`src/rtl/core/abtd_pkg.sv`:
```
package abtd_pkg;

  localparam int HISTORY_DEPTH = 64;
  localparam int FLOOR_EXCLUDE = 4;
  localparam int GAP_DEPTH     = 8;

  localparam int MIN_FLOOR_SAMPLES = 10;
  localparam int MIN_GAPS          = 4;

  localparam int HIST_AW = $clog2(HISTORY_DEPTH);
  localparam int CNT_W   = $clog2(HISTORY_DEPTH + 1);
  localparam int GAP_AW  = $clog2(GAP_DEPTH);
  localparam int GC_W    = $clog2(GAP_DEPTH + 1);

  localparam int SUM_W = 16 + CNT_W;
  localparam int LHS_W = 16 + CNT_W + 8;
  localparam int RHS_W = SUM_W + 16;

  // Rounded division: round(N / d) = floor((2N + d) / 2d).
  localparam int DIV_W  = 22;
  localparam int DEN_W  = 18;
  localparam int DCNT_W = $clog2(DIV_W + 1);
  localparam logic [DIV_W-1:0] TEMPO_NUM2_ODD  = DIV_W'(1920000);
  localparam logic [DIV_W-1:0] TEMPO_NUM2_EVEN = DIV_W'(3840000);

  localparam logic [15:0] ENV_FULL  = 16'd32768;
  localparam logic [15:0] TEMPO_MAX = 16'hFFFF;

  typedef enum logic [2:0] {
    REG_THRESHOLD_MULT  = 3'd0,
    REG_MIN_RISE        = 3'd1,
    REG_MIN_LEVEL       = 3'd2,
    REG_MIN_GAP_MS      = 3'd3,
    REG_INTERVAL_MIN_MS = 3'd4,
    REG_INTERVAL_MAX_MS = 3'd5,
    REG_STALE_MS        = 3'd6,
    REG_DECAY_STEP      = 3'd7
  } reg_index_t;

endpackage

```
`src/rtl/core/audio_beat_tempo_detector.sv`:
```
// Channel  Direction  Handshake             Payload
// in       input      in_valid / in_ready   bass_level, now_ms, elapsed_ms
// out      output     out_valid / out_ready beat, envelope, tempo_q4
// cfg      input      cfg_write             cfg_index, cfg_data
//
// Between one accepted transaction and the next, the noise floor is summed one sample-memory
// read per cycle, the median is found by ranking one stored interval per cycle, and the
// rounded tempo division is restoring, one quotient bit per cycle over 22 bits.
// Reset is synchronous; the sample memory is not cleared and needs no sweep.
// A finished result waits in the output register while the next frame is taken.
module audio_beat_tempo_detector
  import abtd_pkg::*;
(
  input  logic        clk,
  input  logic        rst,
  input  logic        cfg_write,
  input  logic [2:0]  cfg_index,
  input  logic [15:0] cfg_data,
  input  logic        in_valid,
  output logic        in_ready,
  input  logic [15:0] bass_level,
  input  logic [31:0] now_ms,
  input  logic [9:0]  elapsed_ms,
  output logic        out_valid,
  input  logic        out_ready,
  output logic        beat,
  output logic [15:0] envelope,
  output logic [15:0] tempo_q4
);

  typedef enum logic [3:0] {
    S_IDLE, S_DECAY, S_SUM, S_MUL, S_TEST, S_TEMPO, S_RANK, S_DIVSET, S_DIV, S_DONE
  } state_t;

  state_t state;

  logic [15:0] threshold_mult, min_rise, min_level, min_gap_ms;
  logic [15:0] interval_min_ms, interval_max_ms, stale_ms, decay_step;

  logic [15:0] sample_mem [HISTORY_DEPTH];
  logic [HIST_AW-1:0] mem_raddr;
  logic [15:0]        mem_rdata;
  logic               accept;

  logic [CNT_W-1:0]   sample_count;
  logic [HIST_AW-1:0] sample_head;
  logic [31:0]        last_beat_time;
  logic [15:0]        envelope_level;
  logic               beat_seen;
  logic [15:0]        gap_ring [GAP_DEPTH];
  logic [GC_W-1:0]    gap_count;
  logic [GAP_AW-1:0]  gap_head;

  logic [15:0] bass_q, prev_q;
  logic [31:0] now_q;
  logic [25:0] dec_q;
  logic        have_prev_q;
  logic        beat_q;

  logic [CNT_W-1:0]   window_q, issue_cnt;
  logic [HIST_AW-1:0] rd_addr;
  logic               pend;
  logic [SUM_W-1:0]   sum_q;
  logic [LHS_W-1:0]   lhs_q;
  logic [RHS_W-1:0]   rhs_q;

  logic [GAP_AW-1:0]  cand;
  logic [GC_W-1:0]    k_hi, k_lo;
  logic [15:0]        med_hi, med_lo;
  logic [GC_W-1:0]    less_cnt, le_cnt;

  logic [DIV_W-1:0]   dividend, quo;
  logic [DEN_W-1:0]   divisor;
  logic [DEN_W:0]     rem;
  logic [DCNT_W-1:0]  div_cnt;
  logic [15:0]        tempo_q;

  logic [HIST_AW-1:0] prev_addr, head_inc, rd_addr_inc;
  logic               issuing;
  logic [31:0]        since;
  logic               beat_hit, gap_fits;
  logic [16:0]        pair_sum;
  logic [DEN_W:0]     rem_shift;

  // The division leaves the counter at zero; earlier exits carry their value in tempo_q.
  function automatic logic [15:0] quo_final_sat(input logic [DIV_W-1:0] q,
                                                input logic [15:0] t,
                                                input logic [DCNT_W-1:0] c);
    logic [15:0] r;
    if (c != '0) begin
      r = t;
    end else if (q > DIV_W'(TEMPO_MAX)) begin
      r = TEMPO_MAX;
    end else begin
      r = q[15:0];
    end
    return r;
  endfunction

  assign accept   = in_valid && in_ready;
  assign in_ready = (state == S_IDLE);

  assign prev_addr   = (sample_head == '0) ? HIST_AW'(HISTORY_DEPTH - 1) : sample_head - 1'b1;
  assign head_inc    = (sample_head == HIST_AW'(HISTORY_DEPTH - 1)) ? '0 : sample_head + 1'b1;
  assign rd_addr_inc = (rd_addr == HIST_AW'(HISTORY_DEPTH - 1)) ? '0 : rd_addr + 1'b1;
  assign mem_raddr   = (state == S_IDLE) ? prev_addr : rd_addr;
  assign issuing     = (state == S_SUM) && (issue_cnt < window_q);

  always_ff @(posedge clk) begin
    if (accept) begin
      sample_mem[sample_head] <= bass_level;
    end
    mem_rdata <= sample_mem[mem_raddr];
  end

  assign since    = now_q - last_beat_time;
  // The rise test first requires bass_q above prev_q, so a falling sample never passes.
  assign beat_hit = ({8'd0, lhs_q} > rhs_q) && (bass_q > prev_q) &&
                    ((bass_q - prev_q) > min_rise) && (bass_q > min_level) &&
                    (since > {16'd0, min_gap_ms});
  assign gap_fits = beat_seen && (since >= {16'd0, interval_min_ms}) &&
                    (since <= {16'd0, interval_max_ms});
  assign pair_sum = {1'b0, med_lo} + {1'b0, med_hi};
  assign rem_shift = {rem[DEN_W-1:0], dividend[DIV_W-1]};

  always_comb begin
    less_cnt = '0;
    le_cnt   = '0;
    for (int j = 0; j < GAP_DEPTH; j++) begin
      if (GC_W'(j) < gap_count) begin
        if (gap_ring[j] < gap_ring[cand]) less_cnt = less_cnt + 1'b1;
        if (gap_ring[j] <= gap_ring[cand]) le_cnt = le_cnt + 1'b1;
      end
    end
  end

  always_ff @(posedge clk) begin
    if (rst) begin
      state           <= S_IDLE;
      out_valid       <= 1'b0;
      threshold_mult  <= 16'd384;
      min_rise        <= 16'd0;
      min_level       <= 16'd0;
      min_gap_ms      <= 16'd200;
      interval_min_ms <= 16'd250;
      interval_max_ms <= 16'd2000;
      stale_ms        <= 16'd3000;
      decay_step      <= 16'd164;
      sample_count    <= '0;
      sample_head     <= '0;
      last_beat_time  <= '0;
      envelope_level  <= '0;
      beat_seen       <= 1'b0;
      gap_count       <= '0;
      gap_head        <= '0;
    end else begin
      if (out_valid && out_ready && state != S_DONE) begin
        out_valid <= 1'b0;
      end
      if (cfg_write) begin
        case (reg_index_t'(cfg_index))
          REG_THRESHOLD_MULT:  threshold_mult  <= cfg_data;
          REG_MIN_RISE:        min_rise        <= cfg_data;
          REG_MIN_LEVEL:       min_level       <= cfg_data;
          REG_MIN_GAP_MS:      min_gap_ms      <= cfg_data;
          REG_INTERVAL_MIN_MS: interval_min_ms <= cfg_data;
          REG_INTERVAL_MAX_MS: interval_max_ms <= cfg_data;
          REG_STALE_MS:        stale_ms        <= cfg_data;
          REG_DECAY_STEP:      decay_step      <= cfg_data;
          default: ;
        endcase
      end

      case (state)
        S_IDLE: begin
          if (accept) begin
            bass_q      <= bass_level;
            now_q       <= now_ms;
            dec_q       <= elapsed_ms * decay_step;
            have_prev_q <= (sample_count != '0);
            sample_head <= head_inc;
            if (sample_count < CNT_W'(HISTORY_DEPTH)) begin
              sample_count <= sample_count + 1'b1;
            end
            beat_q <= 1'b0;
            state  <= S_DECAY;
          end
        end
        S_DECAY: begin
          envelope_level <= ({10'd0, envelope_level} > dec_q) ?
                            envelope_level - dec_q[15:0] : '0;
          prev_q    <= have_prev_q ? mem_rdata : '0;
          window_q  <= sample_count - CNT_W'(FLOOR_EXCLUDE);
          rd_addr   <= (sample_count < CNT_W'(HISTORY_DEPTH)) ? '0 : sample_head;
          issue_cnt <= '0;
          pend      <= 1'b0;
          sum_q     <= '0;
          state     <= (sample_count >= CNT_W'(FLOOR_EXCLUDE + MIN_FLOOR_SAMPLES)) ?
                       S_SUM : S_TEMPO;
        end
        S_SUM: begin
          if (issuing) begin
            rd_addr   <= rd_addr_inc;
            issue_cnt <= issue_cnt + 1'b1;
          end
          pend <= issuing;
          if (pend) begin
            sum_q <= sum_q + SUM_W'(mem_rdata);
          end
          if (!issuing && !pend) begin
            state <= S_MUL;
          end
        end
        S_MUL: begin
          lhs_q <= (LHS_W'(bass_q) * LHS_W'(window_q)) << 8;
          rhs_q <= sum_q * threshold_mult;
          state <= S_TEST;
        end
        S_TEST: begin
          if (beat_hit) begin
            if (gap_fits) begin
              gap_ring[gap_head] <= since[15:0];
              gap_head <= (gap_head == GAP_AW'(GAP_DEPTH - 1)) ? '0 : gap_head + 1'b1;
              if (gap_count < GC_W'(GAP_DEPTH)) begin
                gap_count <= gap_count + 1'b1;
              end
            end
            last_beat_time <= now_q;
            beat_seen      <= 1'b1;
            envelope_level <= ENV_FULL;
            beat_q         <= 1'b1;
          end
          state <= S_TEMPO;
        end
        S_TEMPO: begin
          cand <= '0;
          k_hi <= gap_count >> 1;
          k_lo <= (gap_count >> 1) - 1'b1;
          if (gap_count < GC_W'(MIN_GAPS) || (now_q - last_beat_time) > {16'd0, stale_ms}) begin
            tempo_q <= '0;
            div_cnt <= DCNT_W'(DIV_W);
            state   <= S_DONE;
          end else begin
            state <= S_RANK;
          end
        end
        S_RANK: begin
          // The candidate holds sorted positions less_cnt up to le_cnt - 1.
          if (less_cnt <= k_hi && k_hi < le_cnt) med_hi <= gap_ring[cand];
          if (less_cnt <= k_lo && k_lo < le_cnt) med_lo <= gap_ring[cand];
          cand <= cand + 1'b1;
          if (GC_W'(cand) == gap_count - 1'b1) begin
            state <= S_DIVSET;
          end
        end
        S_DIVSET: begin
          rem     <= '0;
          quo     <= '0;
          div_cnt <= DCNT_W'(DIV_W);
          if (gap_count[0]) begin
            dividend <= TEMPO_NUM2_ODD + DIV_W'(med_hi);
            divisor  <= {1'b0, med_hi, 1'b0};
          end else begin
            dividend <= TEMPO_NUM2_EVEN + DIV_W'(pair_sum);
            divisor  <= {pair_sum, 1'b0};
          end
          if (gap_count[0] ? (med_hi == '0) : (pair_sum == '0)) begin
            tempo_q <= TEMPO_MAX;
            state   <= S_DONE;
          end else begin
            state <= S_DIV;
          end
        end
        S_DIV: begin
          dividend <= dividend << 1;
          if (rem_shift >= {1'b0, divisor}) begin
            rem <= rem_shift - {1'b0, divisor};
            quo <= {quo[DIV_W-2:0], 1'b1};
          end else begin
            rem <= rem_shift;
            quo <= {quo[DIV_W-2:0], 1'b0};
          end
          div_cnt <= div_cnt - 1'b1;
          if (div_cnt == DCNT_W'(1)) begin
            state <= S_DONE;
          end
        end
        S_DONE: begin
          if (!out_valid || out_ready) begin
            beat      <= beat_q;
            envelope  <= envelope_level;
            tempo_q4  <= (quo_final_sat(quo, tempo_q, div_cnt));
            out_valid <= 1'b1;
            state     <= S_IDLE;
          end
        end
        default: state <= S_IDLE;
      endcase
    end
  end

endmodule

```
`config.mk`:
```
export PLATFORM = sky130hd
export DESIGN_NAME = audio_beat_tempo_detector
export DESIGN_NICKNAME = d
export VERILOG_FILES = /design/src/rtl/core/abtd_pkg.sv /design/src/rtl/core/audio_beat_tempo_detector.sv
export SDC_FILE = /design/constraint.sdc
export NUM_CORES = 2
export LEC_CHECK = 0
export ABC_CLOCK_PERIOD_IN_PS = 21300
export BUFFER_PORTS_ARGS = -buffer_cell sky130_fd_sc_hd__buf_4
export CAP_MARGIN = 20
export CORE_UTILIZATION = 45
export CTS_CLUSTER_DIAMETER = 60
export CTS_CLUSTER_SIZE = 28
export DETAILED_ROUTE_END_ITERATION = 10
export MAX_ROUTING_LAYER = met4
export SLEW_MARGIN = 20
export SYNTH_ARGS = -nofsm -noshare
export SYNTH_HDL_FRONTEND = slang
export SYNTH_SLANG_ARGS = --single-unit
export TNS_END_PERCENT = 50
```
`constraint.sdc`:
```
create_clock -name clk -period 21.3 [get_ports clk]
set_clock_uncertainty 0.15 [all_clocks]
set_input_delay 2.13 -clock clk [delete_from_list [all_inputs] [get_ports clk]]
set_output_delay 2.13 -clock clk [all_outputs]
set_load 0.005 [all_outputs]
```
==> reports/results.tsv <==
metric	value	unit
WP data required	21.55	ns
fin crit period	10.08	ns
Clock Path Buffers	3	
storage element area	49770	sq um
Post-synth EDFFs	1510	
routed len/inst	23.03	um
starting density of the core	45.27	%
status	finished, final reports clean	
drt initial violations	4925	
Least-Margin Pin Slew	1.093	ns
largest net degree at the start of global routing	129	
Internal	6140	uW
vias in the first global route	62540	
sw frac	33.14	%
Placement Setup Slack	11.19	ns
TritonCTS Buffers	116	
Die Span X	469.4	um
part of the power in combinational logic	29.9	%
fin area	107300	sq um
worst skew pair latency	0.82	ns
Root Driver	clkbuf_16	
Sink Count	1731	
num ports	117	
Seq cells post-synth	1731	
Crit-path slowest cell	a31oi_2	
CP Data Arrival Time	10.33	ns
Net Switching	3044	uW
first-pass GRT wire length	381800	um
Post-Synthesis Cells	7772	
ys async rst share	0	%
filler cell count	18730	
Peak Freq	0.09918	GHz
GRT overflow	0	
antenna violations before repair	10	
Die Area	220300	sq um
CTS tree	done	
Power per Cell Area	85.60	nW/um^2
die extent in y	469.4	um
total setup buffers inserted after CTS	0	
DRT Pass-1 Iters	6	
CP peak stage delay	0.79	ns
area delta synth->final	9.128	%
multi-input logic area	44440	sq um
Startpoint Class	flop	
Final Power	9183	uW
TNS Setup	0	ns
Mapped Area	98310	sq um
worst hold path class	flop to flop	
Most used DFF post-synth	edfxtp_1	
CP Class	flop to flop	
GR Util All Layers	23.32	%
R2R depth	38	
cell taking the most area after synthesis	edfxtp_1	
core area	217200	sq um
Critical Path End Type	flop	
hold_sp	interval_min_ms[2]	
max_cap viols	0	
crit path max fanout	32	
via count	60930	
# rows	171	
Flop pwr share	42.5	%
Worst path most repeated cell	ha_1	
CTS HTree Levels	3	
Worst-path clk slew	0.08	ns
I/O Buffers	116	
Peak VDD IR	0.09173	mV
placed instance area	102900	sq um
NumNets Final	9021	
period utilization	47.34	%
clock share of power	27.7	%
DR DRC count	0	
P_leak	0.04125	uW
post-CTS resize count	0	
Detail Placement HPWL	168300	um
Post-Syn Nets	8957	
worst hold path cell count	2	
Synth area leaders	edfxtp_1 46%, fa_1 9.7%, ha_1 8.0%	
Total Routed Length	248600	um
Max Transition Viols Final	0	
share of layout cells above drive strength 1	11.30	%
register area share after synthesis	50.63	%
Final Hold Viols	0	
Antenna Nets Post-Route	0	
area share of the largest cell type after synthesis	46.13	%
Post-Syn Area per Cell	12.65	sq um
distinct cell type count after synthesis	102	
Via density	5.643	
Worst Slack Setup Final	11.22	ns
Setup Viol. Count Final	0	
routability cong.	0.9129	
YS warnings	0	
Hold Buf Count CTS	0	
Slew headroom	26.91	%
unrepaired setup endpoints after global routing	false	
[area by class of cell]
class	instances	share of cell area, %
multi-input cells	4912	41.42
clock inverters	97	1.261
inverters	792	2.772
clock buffers	122	2.765
flip-flops and latches	1731	46.39
repair buffers	283	2.042
well taps	2854	3.329
diodes	6	0.01400
[cell families after synthesis]
group	count (synthesis)	share of synthesized area [%]
and+or+nand+nor	2045	9.858
adders and majority gates	1103	17.68
DFF	1731	50.63
muxes	428	8.050
AOI/OAI and AO/OA	1124	7.420
xor gates and xnor gates	212	1.965
buffers and inverters	1129	4.400
[placed cells by master, fill, tap and decap left out, types with 113 or more instances in the layout]
cell,synthesis,routed
buf_4,1,277
a21o_1,113,113
and2_1,262,262
mux2i_1,119,119
a21oi_1,374,371
o21ai_0,157,156
xnor2_1,143,143
dfxtp_1,221,219
nor2_1,314,307
clkbuf_16,0,117
a211oi_1,136,136
fa_1,477,477
ha_1,626,626
mux4_2,288,288
nand2_1,870,870
edfxtp_1,1510,1510
inv_1,788,788
[routing by layer]
metal  share of wire (%)  vias up  GRT usage [%]
met5                   0        -              -
met4                 2.5        0          5.694
met3                 5.0      305          2.889
met2                  49     1577          37.99
met1                  44    31180          31.10
li1                    -    27860              -
[registers in the layout (all words and copies together), names as in the netlist, 17 cells and up, named ones only]
name and flops:
dec_q 26, dividend 22, divisor 17, gap_ring 128
last_beat_time 32, lhs_q 23, now_q 32, quo 22
rem 18, rhs_q 39, sample_mem 1024, sum_q 23
[stage by stage]
step	utilization [%]	cells	hold WS (ns)
after global placement	47.39	10570	0.2935
final	49.40	10800	0.3086
after floorplan	-	7772	0.2503
after detailed placement	47.39	10570	0.2975
after global routing	49.40	10800	0.3269
after CTS	49.38	10790	0.3075
[path summary, 6_finish.rpt]
kind                              to  slack, ns
setup / recovery           med_lo[3]      11.22
hold / removal    interval_min_ms[2]       0.31
setup reg to reg           med_lo[3]      11.22
hold reg to reg   interval_min_ms[2]       0.31
[power by group through the flow]
stage	logic, uW	registers, uW	clock network [uW]
floorplan	2000	3910	0
global placement	2750	3980	0
detailed placement	2770	3980	0
CTS	2780	3900	2600
global route	3030	3900	2710
finish	2740	3900	2540
[synth_stat cells (136+ instances only)]
| cell | n |
|---|---|
| dfxtp_1 | 221 |
| o21ai_0 | 157 |
| a21oi_1 | 374 |
| a211oi_1 | 136 |
| inv_1 | 788 |
| fa_1 | 477 |
| ha_1 | 626 |
| xnor2_1 | 143 |
| and2_1 | 262 |
| mux4_2 | 288 |
| nor2_1 | 314 |
| clkbuf_1 | 233 |
| nand2_1 | 870 |
| edfxtp_1 | 1510 |
[worst max-delay path: cells and delay by family (launching register included)]
| family | cells | cell delay (ns) |
|---|---|---|
| AO/OA/AOI/OAI | 13 | 3.01 |
| XOR/XNOR | 4 | 0.87 |
| adder cells (fa/ha/maj) | 7 | 1.95 |
| buffers and inverters | 3 | 0.74 |
| flip-flops | 1 | 0.32 |
| multiplexers | 4 | 1.87 |
| AND/OR/NAND/NOR | 7 | 0.74 |
No activity file was read; power rests on OpenSTA's default activity.
